### src/hw/rtl/qesw_pkg.sv
// Shared types and constants for the quadrature encoder with switch.
package qesw_pkg;

	localparam int COUNT_BITS   = 31;
	localparam int HISTORY_BITS = 4;
	localparam int LUT_BITS     = 2 * (1 << HISTORY_BITS);
	localparam int CFG_IDX_BITS = 2;

	typedef enum logic [CFG_IDX_BITS-1:0] {
		CFG_COUNT_LIMIT     = 2'd0,
		CFG_STEP_TABLE      = 2'd1,
		CFG_SWITCH_INTERVAL = 2'd2
	} cfg_index_t;

	typedef enum logic {
		CMD_TICK = 1'b0,
		CMD_LOAD = 1'b1
	} command_t;

	typedef struct packed {
		logic               command;
		logic               pin_a;
		logic               pin_b;
		logic               pin_switch;
		logic signed [31:0] load_value;
	} sample_t;

	typedef struct packed {
		logic [COUNT_BITS-1:0] count;
		logic                  count_changed;
		logic                  pressed;
		logic                  released;
		logic                  switch_level;
	} result_t;

	typedef struct packed {
		logic [COUNT_BITS-1:0] count_limit;
		logic [LUT_BITS-1:0]   step_table;
		logic [7:0]            switch_interval;
	} qesw_cfg_t;

	typedef struct packed {
		logic [COUNT_BITS-1:0]   position;
		logic [HISTORY_BITS-1:0] phase_history;
		logic [7:0]              switch_countdown;
		logic                    switch_now;
		logic                    switch_before;
	} qesw_state_t;

	localparam qesw_state_t STATE_RESET = '{
		position:         '0,
		phase_history:    '0,
		switch_countdown: '0,
		switch_now:       1'b1,
		switch_before:    1'b1
	};

endpackage

### src/hw/rtl/qesw_step.sv
// Per-item update: position load, or history, delta lookup, saturating count and switch edge detect.
module qesw_step import qesw_pkg::*; (
	input  qesw_cfg_t   cfg,
	input  qesw_state_t state,
	input  sample_t     item,
	output qesw_state_t state_next,
	output result_t     res
);

	logic [HISTORY_BITS-1:0] hist_next;
	logic [1:0]              delta;
	logic signed [COUNT_BITS+1:0] sum;
	logic [COUNT_BITS-1:0]   step_pos;
	logic [COUNT_BITS-1:0]   load_pos;

	always_comb begin
		hist_next = {state.phase_history[HISTORY_BITS-3:0], ~item.pin_a, ~item.pin_b};
		delta     = cfg.step_table[{hist_next, 1'b0} +: 2];
		sum       = signed'({2'b00, state.position})
		          + signed'({{COUNT_BITS{delta[1]}}, delta});
		// saturate into 0..count_limit
		if (sum[COUNT_BITS+1]) begin
			step_pos = '0;
		end else if (sum[COUNT_BITS:0] > {1'b0, cfg.count_limit}) begin
			step_pos = cfg.count_limit;
		end else begin
			step_pos = sum[COUNT_BITS-1:0];
		end
		if (item.load_value[31]) begin
			load_pos = '0;
		end else if (item.load_value[30:0] > 31'(cfg.count_limit)) begin
			load_pos = cfg.count_limit;
		end else begin
			load_pos = COUNT_BITS'(item.load_value[30:0]);
		end
	end

	always_comb begin
		state_next = state;
		res        = '0;
		case (command_t'(item.command))
			CMD_LOAD: begin
				state_next.position = load_pos;
			end
			CMD_TICK: begin
				if (state.switch_countdown != 8'd0) begin
					state_next.switch_countdown = state.switch_countdown - 8'd1;
				end else begin
					state_next.switch_before    = state.switch_now;
					state_next.switch_now       = item.pin_switch;
					res.released                = !state.switch_now && item.pin_switch;
					res.pressed                 = state.switch_now && !item.pin_switch;
					state_next.switch_countdown = (cfg.switch_interval == 8'd0) ? 8'd0
						: cfg.switch_interval - 8'd1;
				end
				state_next.phase_history = hist_next;
				if (delta != 2'b00) begin
					state_next.position = step_pos;
				end
				res.count_changed = (state_next.position != state.position);
			end
			default: begin
				state_next = state;
			end
		endcase
		res.count        = state_next.position;
		res.switch_level = state_next.switch_now;
	end

endmodule

### src/hw/rtl/quadrature_encoder_with_switch_top.sv
// Quadrature encoder decoder with push switch: one result per request, one request per cycle
// while the result port is not stalled; a request goes into the input register and its result
// into the result register, which drives the result port. The single state update between
// them is what sets the rate, and the output register lets a new request in while a finished
// result still waits downstream; a second request waits until that result is taken.
module quadrature_encoder_with_switch_top import qesw_pkg::*; (
	input  logic                    clk,
	input  logic                    arst_n,
	input  logic                    sample_valid,
	output logic                    sample_stall,
	input  sample_t                 sample,
	output logic                    result_valid,
	input  logic                    result_stall,
	output result_t                 result,
	input  logic                    cfg_valid,
	output logic                    cfg_ready,
	input  logic [CFG_IDX_BITS-1:0] cfg_index,
	input  logic [31:0]             cfg_data
);

	qesw_cfg_t   cfg_q;
	qesw_state_t state_q;
	qesw_state_t state_next;
	result_t     res_next;
	result_t     result_q;
	sample_t     item_s1;
	logic        valid_s1;
	logic        result_valid_q;
	logic        advance;

	assign cfg_ready    = 1'b1;
	assign advance      = !result_valid_q || !result_stall;
	assign sample_stall = valid_s1 && !advance;
	assign result_valid = result_valid_q;
	assign result       = result_q;

	always_ff @(posedge clk or negedge arst_n) begin
		if (!arst_n) begin
			cfg_q.count_limit     <= '0;
			cfg_q.step_table      <= '0;
			cfg_q.switch_interval <= 8'd8;
		end else if (cfg_valid && cfg_ready) begin
			case (cfg_index_t'(cfg_index))
				CFG_COUNT_LIMIT:     cfg_q.count_limit     <= cfg_data[COUNT_BITS-1:0];
				CFG_STEP_TABLE:      cfg_q.step_table      <= cfg_data[LUT_BITS-1:0];
				CFG_SWITCH_INTERVAL: cfg_q.switch_interval <= cfg_data[7:0];
				default:             cfg_q                 <= cfg_q;
			endcase
		end
	end

	qesw_step u_step (
		.cfg        (cfg_q),
		.state      (state_q),
		.item       (item_s1),
		.state_next (state_next),
		.res        (res_next)
	);

	// control: input stage, result stage and decoder state
	always_ff @(posedge clk or negedge arst_n) begin
		if (!arst_n) begin
			valid_s1       <= 1'b0;
			result_valid_q <= 1'b0;
			state_q        <= STATE_RESET;
		end else begin
			if (!valid_s1 || advance) begin
				valid_s1 <= sample_valid;
			end
			if (advance) begin
				result_valid_q <= valid_s1;
				if (valid_s1) begin
					state_q <= state_next;
				end
			end
		end
	end

	// payload: hold while stalled
	always_ff @(posedge clk) begin
		if (!valid_s1 || advance) begin
			item_s1 <= sample;
		end
		if (advance && valid_s1) begin
			result_q <= res_next;
		end
	end

endmodule

### config.mk
export PLATFORM = sky130hd
export DESIGN_NAME = quadrature_encoder_with_switch_top
export DESIGN_NICKNAME = d
export VERILOG_FILES = /design/src/hw/rtl/qesw_pkg.sv /design/src/hw/rtl/qesw_step.sv /design/src/hw/rtl/quadrature_encoder_with_switch_top.sv
export SDC_FILE = /design/constraint.sdc
export NUM_CORES = 1
export LEC_CHECK = 0
export BUFFER_PORTS_ARGS = -buffer_cell sky130_fd_sc_hd__buf_2
export CAP_MARGIN = 20
export CELL_PAD_IN_SITES_DETAIL_PLACEMENT = 1
export CELL_PAD_IN_SITES_GLOBAL_PLACEMENT = 1
export CORE_MARGIN = 2
export CORE_UTILIZATION = 34
export CTS_CLUSTER_SIZE = 25
export DETAILED_ROUTE_END_ITERATION = 10
export GPL_TIMING_DRIVEN = 0
export PLACE_DENSITY_LB_ADDON = 0.08
export SLEW_MARGIN = 10
export SYNTH_ARGS = -nofsm -noshare
export SYNTH_HDL_FRONTEND = slang
export SYNTH_SLANG_ARGS = --single-unit
export TNS_END_PERCENT = 50
### constraint.sdc
create_clock -name clk -period 9.1 [get_ports clk]
set_input_delay 1.82 -clock clk [delete_from_list [all_inputs] [get_ports clk]]
set_output_delay 1.82 -clock clk [all_outputs]
set_load 0.01 [all_outputs]
==> run summary, run 1 <==
- **Post-CTS Setup Bufs** 0
- **share of async-settable or async-resettable flops after synthesis** 61.83%
- **power dissipated by switching net loads** 3270 uW
- **share of cells above drive strength 1** 21.05%
- **max-cap viol count** 0
- **number of vias per cell** 5.750
- **DR WL/cell** 25.93 um
- **clock latency on the worst-skew pair** 0.47 ns
- **DRC violation count after routing** 0
- **final count of negative-setup-slack endpoints** 0
- **vias after detailed routing** 10189
- **hold_buf cts** 0
- **GRT overflow** 0
- **number of buffers created by CTS** 17
- **hold violation count in the final report** 0
- **cell with the biggest individual delay on the critical path** mux4_4
- **worst setup slack for register-to-register paths** 0.41 ns
- **library cells used by synthesis** 79
- **largest cells by area after synthesis** dfrtp_1, edfxtp_1, ha_1, mux2_2, a21oi_1
- **unrepaired setup endpoints after global routing** no
- **area of the core region** 0.03531 mm2
- **setup skew after layout** 0.01563 ns
- **Worst setup EP type** flip-flop
- **die area** 0.03716 mm2
- **largest net degree at the start of global routing** 82
- **cell count of the worst hold path** 1
- **site row count** 69
- **data arrival time of the critical path** 8.85 ns
- **switching part of the total power** 52.01%
- **Power, Total** 6288 uW
- **static leakage** 0.006092 uW
- **part of the Yosys area used for sequential elements** 41.38%
- **leading cell type by number of instances after synthesis** dfrtp_1
- **first-pass iteration count of the detailed router** 6
- **clock tree buffer depth** 2
- **share of total power in sequential cells** 21.5%
- **die boundary height** 192.8 um
- **worst ir drop on vdd** 0.1908 mV
- **total global routing track utilization** 24.92%
- **Cell Area, Placed** 0.01333 mm2
- **final HPWL from detailed placement** 35.61 mm
- **transition time at the pin with the least slew margin** 0.9677 ns
- **warnings from Yosys** 0
- **required time worst endpoint** 9.26 ns
- **NumNets Final** 1471
- **die width** 192.8 um
- **Finished Cell Area** 0.01406 mm2
- **outcome** finished clean
- **path type of the worst min-delay path** flip-flop to flip-flop
- **Total Routed Length** 45.94 mm
- **Area growth, synth to finish** 16.03%
- **Hold Crit Start** state_q[6]$_DFFE_PN0P_
- **final weighted congestion of routability-driven global placement** 0.9311
- **total standard cell area after synthesis** 0.01211 mm2
- **cell accounting for the most synthesized area** dfrtp_1
- **total of fill cells in the finished design** 3994
- **effective utilization at floorplan** 34.31%
- **final critical-path share of the clock period** 95.46%
- **area share of the leading cell type in the synthesized netlist** 23.34%
- **clock share of power** 12.7%
- **nature of the critical path startpoint** flip-flop
- **clock slew seen by the registers of the worst setup and hold paths** 0.08 ns
- **FF-to-FF End** result[3]$_SDFFCE_PP0P_
- **sinks on the clock net** 186
- **synthesized flop and latch total** 186
- **Starting DRT DRC Count** 726
- **Layout Utilization** 39.81%
- **cell internal pwr** 3018 uW
- **Max FO, Critical Path** 19
- **Gate Count Post-Synth** 1163
- **H-tree levels** 4
- **final critical path time including I/O delays and setup** 8.687 ns
- **number of global-route vias before repair** 10406
- **Slew headroom** 35.49%
- **Cell Pwr Density** 447.3 mW/mm2
- **Pins Over Slew Limit** 0
- **end point of the worst hold path** state_q[6]$_DFFE_PN0P_
- **ports placed on the boundary** 113
- **count of nets left with antenna violations after detail routing** 0
- **Worst path max stage delay** 0.86 ns
- **power share of the combinational group** 65.9%
- **type of the worst setup path** flip-flop to flip-flop
- **commonest cells in the synthesized netlist** dfrtp_1, ha_1, a21oi_1, mux2_2
- **Primary FF master, synth** dfrtp_1
- **Reg2Reg Launch Point** item_s1[33]$_DFFE_PN_
- **root buf cell** clkbuf_16
- **number of buffers inserted by port buffering** 111
- **number of antenna violations at the first check in global routing** 2
- **count of flip-flops with a built-in enable after synthesis** 71
- **cell depth of the worst flop-to-flop path** 25
- **global-route wire length before repair** 66.89 mm
- **count of inserted antenna diode cells** 0
- **Achievable Freq** 115.1 MHz
- **average size of a mapped cell** 10.42 um2
- **Post-Synthesis Net Count** 1336
- **clock tree from TritonCTS** done
==> critical path: cells and delay by family (launching register included) <==
kind	cells	cell delay [ns]
buffers and inverters	3	0.85
multiplexers	2	1.52
AND/OR/NAND/NOR	7	2.01
flip-flops	1	0.35
AO/OA/AOI/OAI	11	2.83
adder cells (fa/ha/maj)	2	0.79
==> repair_timing <==
action | CTS | global route
setup endpoints to repair | 13 | 5
resized for setup | 6 | 10
cloned | 0 | 1
==> routing by layer <==
metal	share of wire (%)	global-route usage (%)
met1	49	36.10
met2	44	38.13
met3	4.4	3.273
met4	3.1	8.426
met5	0	0
==> power groups by stage <==
stage | combinational (uW) | clock [uW] | sequential (uW)
global placement | 3910 | 0 | 1350
detailed placement | 3930 | 0 | 1350
CTS | 3980 | 815 | 1340
finish | 4140 | 796 | 1350
global route | 4440 | 845 | 1370
floorplan | 2650 | 0 | 1250
==> metrics by stage <==
stage / hold WS [ns] / cells / worst slack, ns / setup TNS [ns]
detailed placement: 0.4857 / 1738 / -0.6750 / -4.251
global route: 0.5179 / 1772 / 0.009151 / 0
floorplan: 0.4492 / 1163 / 2.297 / 0
CTS: 0.5078 / 1770 / 0.1164 / 0
global placement: 0.4620 / 1735 / -0.6707 / -4.420
finish: 0.5020 / 1772 / 0.4131 / 0
==> worst max-delay path by stage <==
stage                               start                 endpoint  slack [ns]  cells past startpoint
floorplan           item_s1[33]$_DFFE_PN_  result[3]$_SDFFCE_PP0P_        2.30                     26
global placement    item_s1[34]$_DFFE_PN_  result[3]$_SDFFCE_PP0P_       -0.67                     25
detailed placement  item_s1[34]$_DFFE_PN_  result[3]$_SDFFCE_PP0P_       -0.67                     25
CTS                 item_s1[34]$_DFFE_PN_  result[3]$_SDFFCE_PP0P_        0.12                     26
global route        item_s1[33]$_DFFE_PN_  result[3]$_SDFFCE_PP0P_       0.009                     26
finish              item_s1[33]$_DFFE_PN_  result[3]$_SDFFCE_PP0P_        0.41                     25
==> cell usage in the layout (no fill, tap or decap), drive strengths merged, types with 38 or more instances in the layout <==
cell type,instances
nor2,48
mux2,72
inv,64
buf,134
dfrtp,113
o22ai,38
a21oi,79
edfxtp,71
nand2,72
o21ai,72
ha,97
clkbuf,51
==> area by class of cell <==
cell class	instances	area (um2)	area share (%)
clock buffers	19	475.5	3.383
clock inverters	13	141.4	1.006
multi-input cells	872	6756	48.07
plain buffers	50	247.7	1.763
inverters	55	206.4	1.469
well taps	461	576.8	4.104
repair buffers	116	639.4	4.549
flip-flops and latches	186	5012	35.66
==> flip-flops by register name, indices dropped and copies added (netlist names) <==
signal / cells
cfg_q: 71
state_q: 42
item_s1: 36
result: 35
result_valid: 1
valid_s1: 1
==> kinds of logic after synthesis <==
kind of cell             synth area share [%]
buffers and inverters                   3.759
other                                 0.03096
multiplexers                            11.44
AO/OA/AOI/OAI                           19.69
adder cells (fa/ha/maj)                 10.18
XOR/XNOR                                2.313
AND/OR/NAND/NOR                         11.21
flip-flops                              41.38
(Power assumes the default switching activity.)
==> run 2, diff against run 1 <==
- RECOVER_POWER: unset -> 25
- SKIP_LAST_GASP: unset -> 1
==> run summary, run 2 (same netlist as run 1, synthesis figures left out) <==
- **outcome** complete, but fails checks
- **failing checks** capacitance limit, slew limit
- **required time worst endpoint** 9.26 ns, about the same
- **number of antenna violations at the first check in global routing** 2, unchanged
- **clock slew seen by the registers of the worst setup and hold paths** 0.08 ns, about the same
- **leading cell type in the layout, fill and taps excluded** buf_2
- **category of cells accounting for the largest share of critical-path delay** compound AO/OA/AOI/OAI gates
- **Slew headroom** -198.0%, -230 points
- **unrepaired setup endpoints after global routing** no
- **most frequent cells in the layout** buf_2, dfrtp_1, ha_1
- **share of cells above drive strength 1** 20.14%, -0.92 points
- **vias after detailed routing** 10202, +0.13%
- **ports placed on the boundary** 113, unchanged
- **Starting DRT DRC Count** 680, -6.3%
- **DRC violation count after routing** 0, unchanged
- **global-route wire length before repair** 66.89 mm, unchanged
- **Worst path max stage delay** 0.85 ns, about the same
- **Pins Over Slew Limit** 118, +118
- **PnR worst setup slack** 0.4024 ns, -0.01074 ns
- **Setup TNS** 0 ns, unchanged
- **Cell Area, Placed** 0.01333 mm2, unchanged
- **setup skew after layout** 0.01574 ns, +0.0001172 ns
- **static leakage** 0.006049 uW, -0.71%
- **Worst setup EP type** flip-flop
- **data arrival time of the critical path** 8.85 ns, about the same
- **first-pass iteration count of the detailed router** 5, -1
- **path type of the worst min-delay path** flip-flop to flip-flop
- **area of the core region** 0.03531 mm2, unchanged
- **cell depth of the worst flop-to-flop path** 25, unchanged
- **root buf cell** clkbuf_16
- **final count of negative-setup-slack endpoints** 0, unchanged
- **GR peak layer** met2
- **total of fill cells in the finished design** 3999, +0.13%
- **GRT overflow** 0, unchanged
- **DR WL/cell** 25.97 um, +0.16%
- **hold violation count in the final report** 0, unchanged
- **worst slack at placement** -0.6750 ns, unchanged
- **die boundary height** 192.8 um, unchanged
- **max-cap viol count** 2, +2
- **startpoint of the most critical setup path** item_s1[33]$_DFFE_PN_
- **worst ir drop on vdd** 0.1895 mV, -0.69%
- **final critical path time including I/O delays and setup** 8.698 ns, +0.01074 ns
- **final weighted congestion of routability-driven global placement** 0.9311, unchanged
- **die area** 0.03716 mm2, unchanged
- **effective utilization at floorplan** 34.31%, unchanged
- **site row count** 69, unchanged
- **die width** 192.8 um, unchanged
- **cell total after placement** 1738, unchanged
- **largest registers** cfg_q (71), state_q (42), item_s1 (36)
- **Achievable Freq** 115.0 MHz, -0.12%
- **Reg2Reg Launch Point** item_s1[33]$_DFFE_PN_
- **clock tree from TritonCTS** done
- **sinks on the clock net** 186, unchanged
- **Hold Crit Start** valid_s1$_DFFE_PN0N_
- **Post-Layout Cell Count** 1772, unchanged
- **H-tree levels** 4, unchanged
- **NumNets Final** 1471, unchanged
- **number of buffers created by CTS** 17, unchanged
- **number of global-route vias before repair** 10406, unchanged
- **count of inserted antenna diode cells** 0, unchanged
- **transition time at the pin with the least slew margin** 4.470 ns, +3.502 ns
- **Area growth, synth to finish** 15.64%
- **number of flip-flops under the largest register name** 71, unchanged
- **type of the worst setup path** flip-flop to flip-flop
- **Worst path depth** 25, unchanged
- **final HPWL from detailed placement** 35.61 mm, unchanged
- **Layout Utilization** 39.67%, -0.13 points
- **nature of the critical path startpoint** flip-flop
- **Cell Pwr Density** 448.6 mW/mm2, +0.28%
- **count of nets left with antenna violations after detail routing** 0, unchanged
- **routing usage on met1** 36.10%, unchanged
- **largest net degree at the start of global routing** 82, unchanged
- **final critical-path share of the clock period** 95.58%, +0.12 points
- **number of vias per cell** 5.757, +0.13%
- **number of buffers inserted by port buffering** 111, unchanged
- **clock tree buffer depth** 2, unchanged
- **routing usage on met2** 38.13%, unchanged
- **total global routing track utilization** 24.92%, unchanged
- **Most flops, register** cfg_q
- **Total Routed Length** 46.02 mm, +0.16%
- **met3 global-route usage** 3.273%, unchanged
- **Max FO, Critical Path** 19, unchanged
- **cell count of the worst hold path** 1, unchanged
- **Finished Cell Area** 0.01401 mm2, -0.34%
- **clock latency on the worst-skew pair** 0.46 ns, about the same
- **count of buffer and inverter cells on the critical path** 3, unchanged
- **hold_buf cts** 0, unchanged
- **cell with the biggest individual delay on the critical path** mux4_4
## run 2: cell types whose count changed in the layout (fill, tap and decap cells not counted), sizes merged
| cell | previous run | this run |
|---|---|---|
| clkbuf | 51 | 62 |
| buf | 134 | 123 |
## run 2: worst register-to-register path, stage by stage, from the launching register on
cell and delay [ns]:
edfxtp_1 0.35, buf_6 0.18, mux4_2 0.66, mux4_4 0.86, ha_1 0.47, nor2b_1 0.21, o211ai_1 0.17, a21o_1 0.26
a211oi_2 0.43, nor2_1 0.08, a31oi_1 0.23, xor2_1 0.49, ha_1 0.24, nand4_1 0.26, nor4_4 0.38, o21ai_0 0.33
a221oi_4 0.52, nor4_4 0.13, buf_2 0.23, buf_2 0.25, nor3_1 0.19, a21oi_1 0.14, a2111oi_1 0.68, nand4_1 0.19
o31ai_1 0.27, a41oi_1 0.23
## run 2: power breakdown
group | switching (uW) | internal, uW | leakage (uW)
logic | 2630 | 1510 | 0.00361
clock network | 372 | 422 | 0.000307
registers | 262 | 1090 | 0.00213
total | 3270 | 3020 | 0.00605
## run 2: layer usage
| metal | wire length [um] | vias to the layer above | share of wire, % |
|---|---|---|---|
| met1 | 22080 | 5133 | 48 |
| met2 | 20310 | 291 | 44 |
| li1 | - | 4718 | - |
| met4 | 1341 | 0 | 2.9 |
| met5 | 0 | - | 0 |
| met3 | 2283 | 60 | 5.0 |
## run 2: per-stage QoR
stage,hold slack (ns),power [uW]
after floorplan,0.4492,3898
after global placement,0.4620,5256
after detailed placement,0.4857,5284
after CTS,0.5078,6129
after global routing,0.5179,6659
final,0.4947,6284
## run 2: area by class of cell
type / instances / area, um2 / area share (%)
multi-input combinational: 872 / 6751 / 48.20
inverter: 55 / 206.4 / 1.474
sequential: 186 / 5012 / 35.78
buffer: 50 / 247.7 / 1.768
timing repair buffer: 116 / 596.8 / 4.260
tap: 461 / 576.8 / 4.118
clock buffer: 19 / 475.5 / 3.394
clock inverter: 13 / 141.4 / 1.009
## run 2: path summary, 6_finish.rpt
kind                            slack [ns]                        to
max in group asynchronous             1.91     cfg_q[62]$_DFFE_PN0P_
worst min register to register        0.49  result_valid$_DFFE_PN0P_
worst min-delay path                  0.49  result_valid$_DFFE_PN0P_
min in group asynchronous             2.02    state_q[6]$_DFFE_PN0P_
worst max register to register        0.40   result[3]$_SDFFCE_PP0P_
worst max-delay path                  0.40   result[3]$_SDFFCE_PP0P_
## run 2: timing repair
item | in CTS | in global routing
endpoints found under the setup margin | 13 | 5
buffers inserted | 0 | 0
cloned | 0 | 1
gates resized for setup | 6 | 10
